File: src/sv/trf_pkg.sv
// ----------------------------------------------------------------------------
// trf_pkg: shared types and constants for the terminal reply filter
// Byte codes, result kinds, parser actions and controller/datapath interfaces.
// ----------------------------------------------------------------------------
package trf_pkg;

  localparam logic [7:0] CH_ESC    = 8'h1b;
  localparam logic [7:0] CH_BEL    = 8'h07;
  localparam logic [7:0] CH_BSLASH = 8'h5c;
  localparam logic [7:0] CH_LBRACK = 8'h5b;
  localparam logic [7:0] CH_RBRACK = 8'h5d;
  localparam logic [7:0] CH_QUEST  = 8'h3f;
  localparam logic [7:0] CH_SEMI   = 8'h3b;
  localparam logic [7:0] CH_SLASH  = 8'h2f;
  localparam logic [7:0] CH_ZERO   = 8'h30;
  localparam logic [7:0] CH_ONE    = 8'h31;
  localparam logic [7:0] CH_TWO    = 8'h32;
  localparam logic [7:0] CH_NINE   = 8'h39;
  localparam logic [7:0] CH_N      = 8'h6e;

  localparam int unsigned DIGIT_SAT = 63;

  typedef enum logic [1:0] {
    KIND_BYTE   = 2'd0,
    KIND_SCHEME = 2'd1,
    KIND_FG     = 2'd2,
    KIND_BG     = 2'd3
  } kind_e;

  // What one accepted byte asks of the block
  typedef enum logic [2:0] {
    ACT_NONE  = 3'd0,  // byte held or consumed, no result
    ACT_BYTE  = 3'd1,  // pass the byte straight through
    ACT_REPLY = 3'd2,  // one reply, held bytes dropped
    ACT_FLUSH = 3'd3,  // byte held, then every held byte released
    ACT_FAIL  = 3'd4   // held bytes released, byte handled again from ground
  } action_e;

  typedef struct packed {
    kind_e            kind;
    logic [7:0]       data;
    logic [1:0]       scheme;
    logic [2:0][31:0] text;   // [0] red, [1] green, [2] blue
    logic [2:0][2:0]  len;
  } res_t;

  typedef struct packed {
    logic accept;
    logic rd_en;
    logic load_held;
    logic load_direct;
    logic load_tail;
    logic write_esc;
  } ctrl_cmd_t;

  typedef struct packed {
    action_e action;
    logic    out_free;
    logic    flush_done;
    logic    tail_emit;
    logic    tail_esc;
  } dp_status_t;

  function automatic logic is_hex(input logic [7:0] c);
    return c inside {[8'h30:8'h39], [8'h61:8'h66], [8'h41:8'h46]};
  endfunction

  function automatic logic is_digit(input logic [7:0] c);
    return c inside {[CH_ZERO:CH_NINE]};
  endfunction

  function automatic logic [7:0] lit_997_char(input logic [2:0] idx);
    logic [7:0] ch;
    case (idx)
      3'd0:    ch = CH_NINE;
      3'd1:    ch = CH_NINE;
      3'd2:    ch = 8'h37;
      default: ch = 8'h00;
    endcase
    return ch;
  endfunction

  function automatic logic [7:0] lit_rgb_char(input logic [2:0] idx);
    logic [7:0] ch;
    case (idx)
      3'd0:    ch = 8'h72;
      3'd1:    ch = 8'h67;
      3'd2:    ch = 8'h62;
      3'd3:    ch = 8'h3a;
      default: ch = 8'h00;
    endcase
    return ch;
  endfunction

endpackage

File: src/sv/trf_parse.sv
// ----------------------------------------------------------------------------
// trf_parse: sequence recognizer
// Tracks the parse state and reply accumulators, and decides per byte.
// ----------------------------------------------------------------------------
module trf_parse import trf_pkg::*; (
  input  logic       clk_i,
  input  logic       rst_ni,
  input  logic       accept_i,
  input  logic [7:0] byte_i,
  input  logic       at_limit_i,
  output action_e    action_o,
  output logic       hold_o,
  output res_t       res_o
);

  localparam logic [3:0] ST_IDLE     = 4'd0;
  localparam logic [3:0] ST_ESC      = 4'd1;
  localparam logic [3:0] ST_CSI_Q    = 4'd2;
  localparam logic [3:0] ST_CSI_LIT  = 4'd3;
  localparam logic [3:0] ST_CSI_SEMI = 4'd4;
  localparam logic [3:0] ST_CSI_NUM  = 4'd5;
  localparam logic [3:0] ST_OSC_1    = 4'd6;
  localparam logic [3:0] ST_OSC_2    = 4'd7;
  localparam logic [3:0] ST_OSC_SEMI = 4'd8;
  localparam logic [3:0] ST_OSC_LIT  = 4'd9;
  localparam logic [3:0] ST_COMP0    = 4'd10;
  localparam logic [3:0] ST_COMP1    = 4'd11;
  localparam logic [3:0] ST_COMP2    = 4'd12;
  localparam logic [3:0] ST_OSC_ST   = 4'd13;

  logic [3:0]       st_q, st_d;
  logic [2:0]       lit_idx_q, lit_idx_d;
  logic [5:0]       dig_cnt_q, dig_cnt_d;
  logic [7:0]       first_dig_q, first_dig_d;
  logic             bg_q, bg_d;
  logic [2:0][31:0] chars_q, chars_d;
  logic [2:0][2:0]  lens_q, lens_d;

  logic [1:0] k;
  logic [2:0] cur_len;
  logic       do_fail;
  logic       do_clear;
  logic       colour;
  logic       scheme_ok;

  assign k         = 2'(st_q - ST_COMP0);
  assign cur_len   = lens_q[k];
  assign scheme_ok = (dig_cnt_q == 6'd1) &&
                     (first_dig_q == CH_ONE || first_dig_q == CH_TWO);

  always_comb begin
    st_d        = st_q;
    lit_idx_d   = lit_idx_q;
    dig_cnt_d   = dig_cnt_q;
    first_dig_d = first_dig_q;
    bg_d        = bg_q;
    chars_d     = chars_q;
    lens_d      = lens_q;
    action_o    = ACT_NONE;
    hold_o      = 1'b0;
    do_fail     = 1'b0;
    do_clear    = 1'b0;
    colour      = 1'b0;

    case (st_q)
      ST_ESC: begin
        if (byte_i == CH_LBRACK) begin
          hold_o = 1'b1;
          st_d   = ST_CSI_Q;
        end else if (byte_i == CH_RBRACK) begin
          hold_o = 1'b1;
          st_d   = ST_OSC_1;
        end else begin
          do_fail = 1'b1;
        end
      end
      ST_CSI_Q: begin
        if (byte_i == CH_QUEST) begin
          hold_o    = 1'b1;
          lit_idx_d = 3'd0;
          st_d      = ST_CSI_LIT;
        end else begin
          do_fail = 1'b1;
        end
      end
      ST_CSI_LIT: begin
        if (lit_idx_q < 3'd3 && byte_i == lit_997_char(lit_idx_q)) begin
          hold_o    = 1'b1;
          lit_idx_d = lit_idx_q + 3'd1;
          if (lit_idx_q == 3'd2) st_d = ST_CSI_SEMI;
        end else begin
          do_fail = 1'b1;
        end
      end
      ST_CSI_SEMI: begin
        if (byte_i == CH_SEMI) begin
          hold_o      = 1'b1;
          dig_cnt_d   = '0;
          first_dig_d = '0;
          st_d        = ST_CSI_NUM;
        end else begin
          do_fail = 1'b1;
        end
      end
      ST_CSI_NUM: begin
        if (is_digit(byte_i)) begin
          hold_o = 1'b1;
          if (dig_cnt_q == '0) first_dig_d = byte_i;
          if (dig_cnt_q < 6'(DIGIT_SAT)) dig_cnt_d = dig_cnt_q + 6'd1;
        end else if (byte_i == CH_N) begin
          hold_o   = 1'b1;
          st_d     = ST_IDLE;
          do_clear = 1'b1;
          action_o = scheme_ok ? ACT_REPLY : ACT_FLUSH;
        end else begin
          do_fail = 1'b1;
        end
      end
      ST_OSC_1: begin
        if (byte_i == CH_ONE) begin
          hold_o = 1'b1;
          st_d   = ST_OSC_2;
        end else begin
          do_fail = 1'b1;
        end
      end
      ST_OSC_2: begin
        if (byte_i == CH_ZERO || byte_i == CH_ONE) begin
          hold_o = 1'b1;
          bg_d   = (byte_i == CH_ONE);
          st_d   = ST_OSC_SEMI;
        end else begin
          do_fail = 1'b1;
        end
      end
      ST_OSC_SEMI: begin
        if (byte_i == CH_SEMI) begin
          hold_o    = 1'b1;
          lit_idx_d = 3'd0;
          st_d      = ST_OSC_LIT;
        end else begin
          do_fail = 1'b1;
        end
      end
      ST_OSC_LIT: begin
        if (lit_idx_q < 3'd4 && byte_i == lit_rgb_char(lit_idx_q)) begin
          hold_o    = 1'b1;
          lit_idx_d = lit_idx_q + 3'd1;
          if (lit_idx_q == 3'd3) begin
            chars_d = '0;
            lens_d  = '0;
            st_d    = ST_COMP0;
          end
        end else begin
          do_fail = 1'b1;
        end
      end
      ST_COMP0, ST_COMP1, ST_COMP2: begin
        if (is_hex(byte_i) && cur_len < 3'd4) begin
          hold_o    = 1'b1;
          lens_d[k] = cur_len + 3'd1;
          case (cur_len)
            3'd0:    chars_d[k][31:24] = byte_i;
            3'd1:    chars_d[k][23:16] = byte_i;
            3'd2:    chars_d[k][15:8]  = byte_i;
            default: chars_d[k][7:0]   = byte_i;
          endcase
        end else if (st_q != ST_COMP2 && byte_i == CH_SLASH && cur_len != '0) begin
          hold_o = 1'b1;
          st_d   = st_q + 4'd1;
        end else if (st_q == ST_COMP2 && byte_i == CH_BEL && cur_len != '0) begin
          colour   = 1'b1;
          action_o = ACT_REPLY;
          st_d     = ST_IDLE;
          do_clear = 1'b1;
        end else if (st_q == ST_COMP2 && byte_i == CH_ESC && cur_len != '0) begin
          hold_o = 1'b1;
          st_d   = ST_OSC_ST;
        end else begin
          do_fail = 1'b1;
        end
      end
      ST_OSC_ST: begin
        if (byte_i == CH_BSLASH) begin
          colour   = 1'b1;
          action_o = ACT_REPLY;
          st_d     = ST_IDLE;
          do_clear = 1'b1;
        end else begin
          do_fail = 1'b1;
        end
      end
      default: begin
        // ground state, and any unused code falls back to it
        if (byte_i == CH_ESC) begin
          hold_o = 1'b1;
          st_d   = ST_ESC;
        end else begin
          st_d     = ST_IDLE;
          action_o = ACT_BYTE;
        end
      end
    endcase

    // failing byte is retried from ground; an ESC is re-held after the flush
    if (do_fail) begin
      hold_o   = 1'b0;
      action_o = ACT_FAIL;
      do_clear = 1'b1;
      st_d     = (byte_i == CH_ESC) ? ST_ESC : ST_IDLE;
    end

    if (action_o == ACT_NONE && hold_o && at_limit_i) begin
      action_o = ACT_FLUSH;
      st_d     = ST_IDLE;
      do_clear = 1'b1;
    end

    if (do_clear) begin
      lit_idx_d   = '0;
      dig_cnt_d   = '0;
      first_dig_d = '0;
      chars_d     = '0;
      lens_d      = '0;
    end
  end

  always_comb begin
    res_o = '0;
    if (action_o == ACT_BYTE) begin
      res_o.kind = KIND_BYTE;
      res_o.data = byte_i;
    end else if (colour) begin
      res_o.kind = bg_q ? KIND_BG : KIND_FG;
      res_o.text = chars_q;
      res_o.len  = lens_q;
    end else begin
      res_o.kind   = KIND_SCHEME;
      res_o.scheme = (first_dig_q == CH_ONE) ? 2'd1 : 2'd2;
    end
  end

  always_ff @(posedge clk_i or negedge rst_ni) begin
    if (!rst_ni) begin
      st_q        <= ST_IDLE;
      lit_idx_q   <= '0;
      dig_cnt_q   <= '0;
      first_dig_q <= '0;
      bg_q        <= 1'b0;
      chars_q     <= '0;
      lens_q      <= '0;
    end else if (accept_i) begin
      st_q        <= st_d;
      lit_idx_q   <= lit_idx_d;
      dig_cnt_q   <= dig_cnt_d;
      first_dig_q <= first_dig_d;
      bg_q        <= bg_d;
      chars_q     <= chars_d;
      lens_q      <= lens_d;
    end
  end

endmodule

File: src/sv/trf_dp.sv
// ----------------------------------------------------------------------------
// trf_dp: datapath
// Parser, held-byte buffer with its count and read pointer, result register.
// ----------------------------------------------------------------------------
module trf_dp import trf_pkg::*; #(
  parameter int unsigned HELD_LIMIT = 32
) (
  input  logic       clk_i,
  input  logic       rst_ni,
  input  logic [7:0] in_byte_i,
  input  logic       out_ready_i,
  input  ctrl_cmd_t  cmd_i,
  output dp_status_t status_o,
  output logic       out_valid_o,
  output res_t       out_res_o,
  output logic       out_last_o
);

  localparam int unsigned Depth = HELD_LIMIT + 1;
  localparam int unsigned AW    = $clog2(Depth);
  localparam int unsigned CW    = $clog2(Depth + 1);

  logic [7:0]    held_mem [Depth];
  logic [7:0]    rd_data_q;
  logic [AW-1:0] count_q, count_d;
  logic [CW-1:0] flush_len_q;
  logic [CW-1:0] ptr_q;
  logic [7:0]    saved_q;
  logic          tail_emit_q;
  logic          tail_esc_q;
  logic          out_valid_q;
  res_t          out_res_q;
  logic          out_last_q;

  action_e       action;
  logic          hold;
  res_t          direct_res;
  logic          at_limit;
  logic          is_esc;
  logic          wr_en;
  logic [AW-1:0] wr_addr;
  logic [7:0]    wr_data;
  logic          held_last;
  res_t          held_res;

  assign at_limit = (count_q == AW'(HELD_LIMIT));
  assign is_esc   = (in_byte_i == CH_ESC);

  trf_parse u_parse (
    .clk_i      (clk_i),
    .rst_ni     (rst_ni),
    .accept_i   (cmd_i.accept),
    .byte_i     (in_byte_i),
    .at_limit_i (at_limit),
    .action_o   (action),
    .hold_o     (hold),
    .res_o      (direct_res)
  );

  // One write port: held bytes at accept, re-held ESC after a failed prefix
  always_comb begin
    wr_en   = 1'b0;
    wr_addr = count_q;
    wr_data = in_byte_i;
    if (cmd_i.accept && hold) begin
      wr_en = 1'b1;
    end else if (cmd_i.write_esc) begin
      wr_en   = 1'b1;
      wr_addr = '0;
      wr_data = CH_ESC;
    end
  end

  always_ff @(posedge clk_i) begin
    if (wr_en) held_mem[wr_addr] <= wr_data;
  end

  always_ff @(posedge clk_i) begin
    if (cmd_i.rd_en) rd_data_q <= held_mem[ptr_q[AW-1:0]];
  end

  always_comb begin
    case (action)
      ACT_NONE:  count_d = count_q + AW'(hold);
      ACT_FAIL:  count_d = is_esc ? AW'(1) : '0;
      ACT_BYTE:  count_d = count_q;
      default:   count_d = '0;
    endcase
  end

  always_ff @(posedge clk_i or negedge rst_ni) begin
    if (!rst_ni) begin
      count_q     <= '0;
      flush_len_q <= '0;
      ptr_q       <= '0;
      tail_emit_q <= 1'b0;
      tail_esc_q  <= 1'b0;
    end else if (cmd_i.accept) begin
      count_q     <= count_d;
      flush_len_q <= (action == ACT_FLUSH) ? CW'(count_q) + CW'(1) : CW'(count_q);
      ptr_q       <= '0;
      tail_emit_q <= (action == ACT_FAIL) && !is_esc;
      tail_esc_q  <= (action == ACT_FAIL) && is_esc;
    end else if (cmd_i.load_held) begin
      ptr_q <= ptr_q + CW'(1);
    end
  end

  always_ff @(posedge clk_i) begin
    if (cmd_i.accept) saved_q <= in_byte_i;
  end

  assign held_last = (ptr_q + CW'(1) == flush_len_q) && !tail_emit_q;

  always_comb begin
    held_res      = '0;
    held_res.kind = KIND_BYTE;
    held_res.data = cmd_i.load_tail ? saved_q : rd_data_q;
  end

  // Result register
  always_ff @(posedge clk_i or negedge rst_ni) begin
    if (!rst_ni) begin
      out_valid_q <= 1'b0;
    end else if (cmd_i.load_direct || cmd_i.load_held || cmd_i.load_tail) begin
      out_valid_q <= 1'b1;
    end else if (out_ready_i) begin
      out_valid_q <= 1'b0;
    end
  end

  always_ff @(posedge clk_i) begin
    if (cmd_i.load_direct) begin
      out_res_q  <= direct_res;
      out_last_q <= 1'b1;
    end else if (cmd_i.load_held || cmd_i.load_tail) begin
      out_res_q  <= held_res;
      out_last_q <= cmd_i.load_tail ? 1'b1 : held_last;
    end
  end

  assign status_o.action     = action;
  assign status_o.out_free   = !out_valid_q || out_ready_i;
  assign status_o.flush_done = (ptr_q == flush_len_q);
  assign status_o.tail_emit  = tail_emit_q;
  assign status_o.tail_esc   = tail_esc_q;

  assign out_valid_o = out_valid_q;
  assign out_res_o   = out_res_q;
  assign out_last_o  = out_last_q;

endmodule

File: src/sv/trf_ctrl.sv
// ----------------------------------------------------------------------------
// trf_ctrl: controller
// Accepts bytes, sequences the release of held bytes and the trailing byte.
// ----------------------------------------------------------------------------
module trf_ctrl import trf_pkg::*; (
  input  logic       clk_i,
  input  logic       rst_ni,
  input  logic       in_valid_i,
  output logic       in_ready_o,
  input  dp_status_t status_i,
  output ctrl_cmd_t  cmd_o
);

  localparam logic [1:0] S_IDLE = 2'd0;
  localparam logic [1:0] S_RD   = 2'd1;
  localparam logic [1:0] S_WR   = 2'd2;
  localparam logic [1:0] S_TAIL = 2'd3;

  logic [1:0] state_q, state_d;

  assign in_ready_o = (state_q == S_IDLE) && status_i.out_free;

  always_comb begin
    state_d = state_q;
    cmd_o   = '0;
    case (state_q)
      S_IDLE: begin
        if (in_valid_i && in_ready_o) begin
          cmd_o.accept = 1'b1;
          case (status_i.action)
            ACT_BYTE, ACT_REPLY: cmd_o.load_direct = 1'b1;
            ACT_FLUSH, ACT_FAIL: state_d = S_RD;
            default:             state_d = S_IDLE;
          endcase
        end
      end
      S_RD: begin
        if (status_i.flush_done) begin
          state_d = S_TAIL;
        end else begin
          cmd_o.rd_en = 1'b1;
          state_d     = S_WR;
        end
      end
      S_WR: begin
        if (status_i.out_free) begin
          cmd_o.load_held = 1'b1;
          state_d         = S_RD;
        end
      end
      S_TAIL: begin
        if (status_i.tail_emit) begin
          if (status_i.out_free) begin
            cmd_o.load_tail = 1'b1;
            state_d         = S_IDLE;
          end
        end else begin
          cmd_o.write_esc = status_i.tail_esc;
          state_d         = S_IDLE;
        end
      end
      default: state_d = S_IDLE;
    endcase
  end

  always_ff @(posedge clk_i or negedge rst_ni) begin
    if (!rst_ni) begin
      state_q <= S_IDLE;
    end else begin
      state_q <= state_d;
    end
  end

endmodule

File: src/sv/terminal_reply_filter.sv
// ----------------------------------------------------------------------------
// terminal_reply_filter: terminal reply filter
// Passes terminal output through and extracts colour-scheme and colour replies.
// ----------------------------------------------------------------------------
// Takes one output byte per transaction. Bytes outside a candidate reply pass
// through to the result register. Bytes that may start a reply (ESC [ ? 997 ;
// digits n, or ESC ] 10/11 ;rgb: r/g/b ended by BEL or ESC \) are held and
// produce no result until the sequence resolves. A recognized reply is one
// result. A failed prefix, an unknown scheme number, or more than HELD_LIMIT
// held bytes releases the held bytes in order: the held buffer, with one write
// port and one registered read port, is read one entry at a time, and input is
// stalled meanwhile. last_of_run_o marks the final result caused by an input
// byte. The result register lets a new byte be taken in the cycle its
// predecessor's result is consumed.
module terminal_reply_filter import trf_pkg::*; #(
  parameter int unsigned HELD_LIMIT = 32
) (
  input  logic        clk_i,
  input  logic        rst_ni,
  input  logic        in_valid_i,
  output logic        in_ready_o,
  input  logic [7:0]  in_byte_i,
  output logic        out_valid_o,
  input  logic        out_ready_i,
  output logic [1:0]  out_kind_o,
  output logic [7:0]  out_byte_o,
  output logic [1:0]  scheme_value_o,
  output logic [31:0] red_text_o,
  output logic [2:0]  red_len_o,
  output logic [31:0] green_text_o,
  output logic [2:0]  green_len_o,
  output logic [31:0] blue_text_o,
  output logic [2:0]  blue_len_o,
  output logic        last_of_run_o
);

  ctrl_cmd_t  cmd;
  dp_status_t status;
  res_t       res;

  trf_ctrl u_ctrl (
    .clk_i      (clk_i),
    .rst_ni     (rst_ni),
    .in_valid_i (in_valid_i),
    .in_ready_o (in_ready_o),
    .status_i   (status),
    .cmd_o      (cmd)
  );

  trf_dp #(
    .HELD_LIMIT (HELD_LIMIT)
  ) u_dp (
    .clk_i       (clk_i),
    .rst_ni      (rst_ni),
    .in_byte_i   (in_byte_i),
    .out_ready_i (out_ready_i),
    .cmd_i       (cmd),
    .status_o    (status),
    .out_valid_o (out_valid_o),
    .out_res_o   (res),
    .out_last_o  (last_of_run_o)
  );

  assign out_kind_o     = res.kind;
  assign out_byte_o     = res.data;
  assign scheme_value_o = res.scheme;
  assign red_text_o     = res.text[0];
  assign red_len_o      = res.len[0];
  assign green_text_o   = res.text[1];
  assign green_len_o    = res.len[1];
  assign blue_text_o    = res.text[2];
  assign blue_len_o     = res.len[2];

endmodule
File: config.mk
export PLATFORM = sky130hd
export DESIGN_NAME = terminal_reply_filter
export DESIGN_NICKNAME = d
export VERILOG_FILES = /design/src/sv/trf_pkg.sv /design/src/sv/trf_parse.sv /design/src/sv/trf_dp.sv /design/src/sv/trf_ctrl.sv /design/src/sv/terminal_reply_filter.sv
export SDC_FILE = /design/constraint.sdc
export NUM_CORES = 1
export LEC_CHECK = 0
export BUFFER_PORTS_ARGS = -buffer_cell sky130_fd_sc_hd__buf_2
export CORE_ASPECT_RATIO = 1.2
export CORE_MARGIN = 1.5
export CORE_UTILIZATION = 45
export CTS_CLUSTER_SIZE = 24
export DETAILED_ROUTE_END_ITERATION = 7
export PLACE_DENSITY = 0.66
export SYNTH_ARGS = -nofsm -noshare
export SYNTH_HDL_FRONTEND = slang
export SYNTH_HIERARCHICAL = 1
export SYNTH_SLANG_ARGS = --single-unit
File: constraint.sdc
create_clock -name clk_i -period 7.3 [get_ports clk_i]
set_clock_uncertainty 0.15 [all_clocks]
set_input_delay 0.73 -clock clk_i [delete_from_list [all_inputs] [get_ports clk_i]]
set_output_delay 0.73 -clock clk_i [all_outputs]
set_load 0.01 [all_outputs]
==> metrics.yaml <==
status:
  status: "finished clean"
floorplanning:
  die_x_um: 216.4
  core_um2: 53880
  ios: 132
  start_util_pct: 45.63
  die_h_um: 259.0
  rows: 93
  die-area_um2: 56040
logic_synthesis:
  synth_seq_cells: 548
  synth_edf_count: 397
  syn_inst: 1899
  syn_avg_cell_area_um2: 12.94
  synthArstFlopShare_pct: 27.37
  yosysWarnings: 6
  yosys.area_share.xor_xnor_pct: 0.9977
  synth-simple-area-share_pct: 14.80
  synth_compound_area_share_pct: 9.814
  synth_ff_type: "edfxtp_1"
  syn-num-nets: 1932
  synth_cell_types: 86
  ys_seq_area_share_pct: 63.85
  synth_area_um2: 24580
  synthMuxAreaShare_pct: 6.556
  synth_fa_ha_area_share_pct: 1.069
  synth_top_family_by_area: "simple AND/OR/NAND/NOR gates"
routing:
  final_antenna_net_count: 0
  drt-initial-drc-count: 1141
  wirelength_um: 56990
  post-route-drc-count: 0
  route.vias.total: 15090
  wl_per_cell_um: 20.81
  vias_per_cell: 5.512
  firstDrtPassIters: 5
placement:
  post-place-ws_ns: 1.400
  dp_hpwl_um: 37490
  globalplace.congestion: 0.8846
  io_buffers: 131
timing:
  clock.fmax_ghz: 0.1669
  slew_headroom_pct: 25.53
  period_minus_slack_ns: 5.992
  final.setup.worst_slack_ns: 1.308
  timing.setup.tns_ns: 0
  period_share_pct: 82.09
  hold_viol: 0
  tightest_slew_ns: 1.114
  setup_viol: 0
  rsz0062_at_grt: "false"
  maxSlewViolCount: 0
final_layout:
  synthToLayoutAreaGrowth_pct: 11.49
  fillers: 4609
  seq_area_um2: 15700
  nets: 2018
  drive_gt1_share_pct: 15.00
  finish.utilization_pct: 50.87
  n_antenna_cell: 0
  multiInputGateArea_um2: 8225
setup_path:
  critPathBufInv: 2
  crit_required_ns: 7.37
  start_kind: "flip-flop"
  critPathMostFrequentCell: "nor2_1"
  slowest_stage: "ha_1"
  path_delay_family: "simple AND/OR/NAND/NOR gates"
  path_max_fanout: 23
  end_kind: "flip-flop"
  worstPathCellList: "inv_1 > ha_1 > nor4bb_1 > nand4_1 > o21ai_0 > buf_4 > nor3_1 > or4b_4 > or2_1 > nor2_1 > nand2_1 > and2_1 > nor2_1 > nand3_1 > nor2_1"
  critPathKind: "flip-flop to flip-flop"
  slowest_delay_ns: 0.71
  arrival_ns: 6.07
cts:
  cts.sinks: 548
  cts_tree: "built"
  hold_buffers: 0
  cts_resized: 0
  root_buffer: "clkbuf_16"
  clkLatencyLatePin_ns: 0.61
  htreeDepth: 2
  cts_buffer_depth: 3
  cts_made_buffers: 53
  clk_pin_slew_ns: 0.06
  post_cts_buffers: 0
global_routing:
  overflow: 0
  grt_pass1_vias: 15000
  track_usage_pct: 20.35
  grt_pass1_wl_um: 88000
  grt_max_degree: 127
  antenna_found_initial: 2
power:
  leakagePower_nw: 10.16
  power_density_nw_per_um2: 331.2
  peakVddDrop_uv: 224.2
  total_power_mw: 9.076
flow_run:
  drv_cap: 0
worst_hold_path:
  min_path_type: "primary input to async pin"
[cell families (layout without fill, tap and decap cells)]
logic type | count (synthesis) | count (layout)
simple gates | 673 | 673
flops | 548 | 548
compound gates | 323 | 323
mux | 160 | 160
buf+inv | 146 | 273
xor+xnor | 28 | 28
fa+ha+maj | 21 | 21
[final timing paths]
path	from	end	slack [ns]	depth (start not counted)
setup / recovery	u_dp/u_parse/st_q[1]	u_dp/held_mem[29][4]	1.31	15
min in group clk_i	u_dp/u_parse/chars_q[50]	u_dp/u_parse/chars_q[50]	0.32	2
hold reg to reg	u_dp/u_parse/chars_q[50]	u_dp/u_parse/chars_q[50]	0.32	2
setup reg to reg	u_dp/u_parse/st_q[1]	u_dp/held_mem[29][4]	1.31	15
hold / removal	rst_ni	u_dp/u_parse/chars_q[71]	0.04	1
max in group asynchronous	rst_ni	u_dp/ptr_q[0]	5.44	2
[synthesized netlist by cell type, drive strengths merged (10+ instances only)]
cell type,instances,share of area (%)
inv,22,0.34
a22oi,32,0.98
clkbuf,80,1.2
dfrtp,150,15
nor2,100,1.5
nand3,20,0.41
a22o,17,0.61
a21oi,52,1.1
o21ai,110,2.2
edfxtp,397,48
nand2b,13,0.33
xnor2,11,0.39
nor4,10,0.28
mux2i,152,6.2
o41ai,23,1.6
and2,241,6.1
xor2,17,0.61
buf,44,1.4
ha,21,1.1
nand2,165,2.5
a221oi,16,0.80
and3,12,0.31
nor2b,16,0.47
nor3,22,0.51
nand4,18,0.46
[layout make-up]
cell class              count  share of cell area (%)
clock buffers              73                   5.260
well taps                 712                   3.251
repair buffers            155                   3.109
flip-flops and latches    548                   57.28
inverters                  22                  0.3013
multi-input cells        1205                   30.01
clock inverters            23                  0.7807
[layout by cell type (no fill, tap or decap), drive strengths merged, types with 32 or more instances in the layout]
cell      n
buf     154
o21ai   110
nand2   165
a21oi    52
and2    241
nor2    100
edfxtp  397
mux2i   152
a22oi    32
clkbuf   74
dfrtp   150
[per-stage QoR]
step | hold slack [ns] | std cells | instance area (um^2)
final | 0.03893 | 2738 | 27410
after global routing | 0.06733 | 2738 | 27410
after CTS | 0.03452 | 2737 | 27400
after detailed placement | 0.3121 | 2641 | 25740
after global placement | 0.3037 | 2641 | 25740
after floorplan | 0.2844 | 1899 | 24580
[flip-flops by register name, summed over array words and instances (netlist names), 2 cells and up]
name / cells
u_ctrl/state_q: 2
u_dp/count_q: 6
u_dp/flush_len_q: 6
u_dp/held_mem: 264
u_dp/out_res_o: 117
u_dp/ptr_q: 6
u_dp/rd_data_q: 8
u_dp/saved_q: 8
u_dp/u_parse/chars_q: 96
u_dp/u_parse/dig_cnt_q: 6
u_dp/u_parse/first_dig_q: 8
u_dp/u_parse/lens_q: 9
u_dp/u_parse/lit_idx_q: 3
u_dp/u_parse/st_q: 4
[report_power, final]
group	internal, mW	switching [mW]
clock network	1.49	1.13
logic	0.803	1.51
registers	3.93	0.210
[routing by layer]
metal  wire length (um)  part of all wire, %  vias up  GRT usage (%)
met3               2660                  4.7      107          3.304
met4               1703                  3.0        4          7.253
met5                 25                0.044        -              0
met2              28520                   50      407          35.20
met1              24080                   42     7453          25.87
li1                   -                    -     7121              -
No activity file was read; power rests on OpenSTA's default activity.
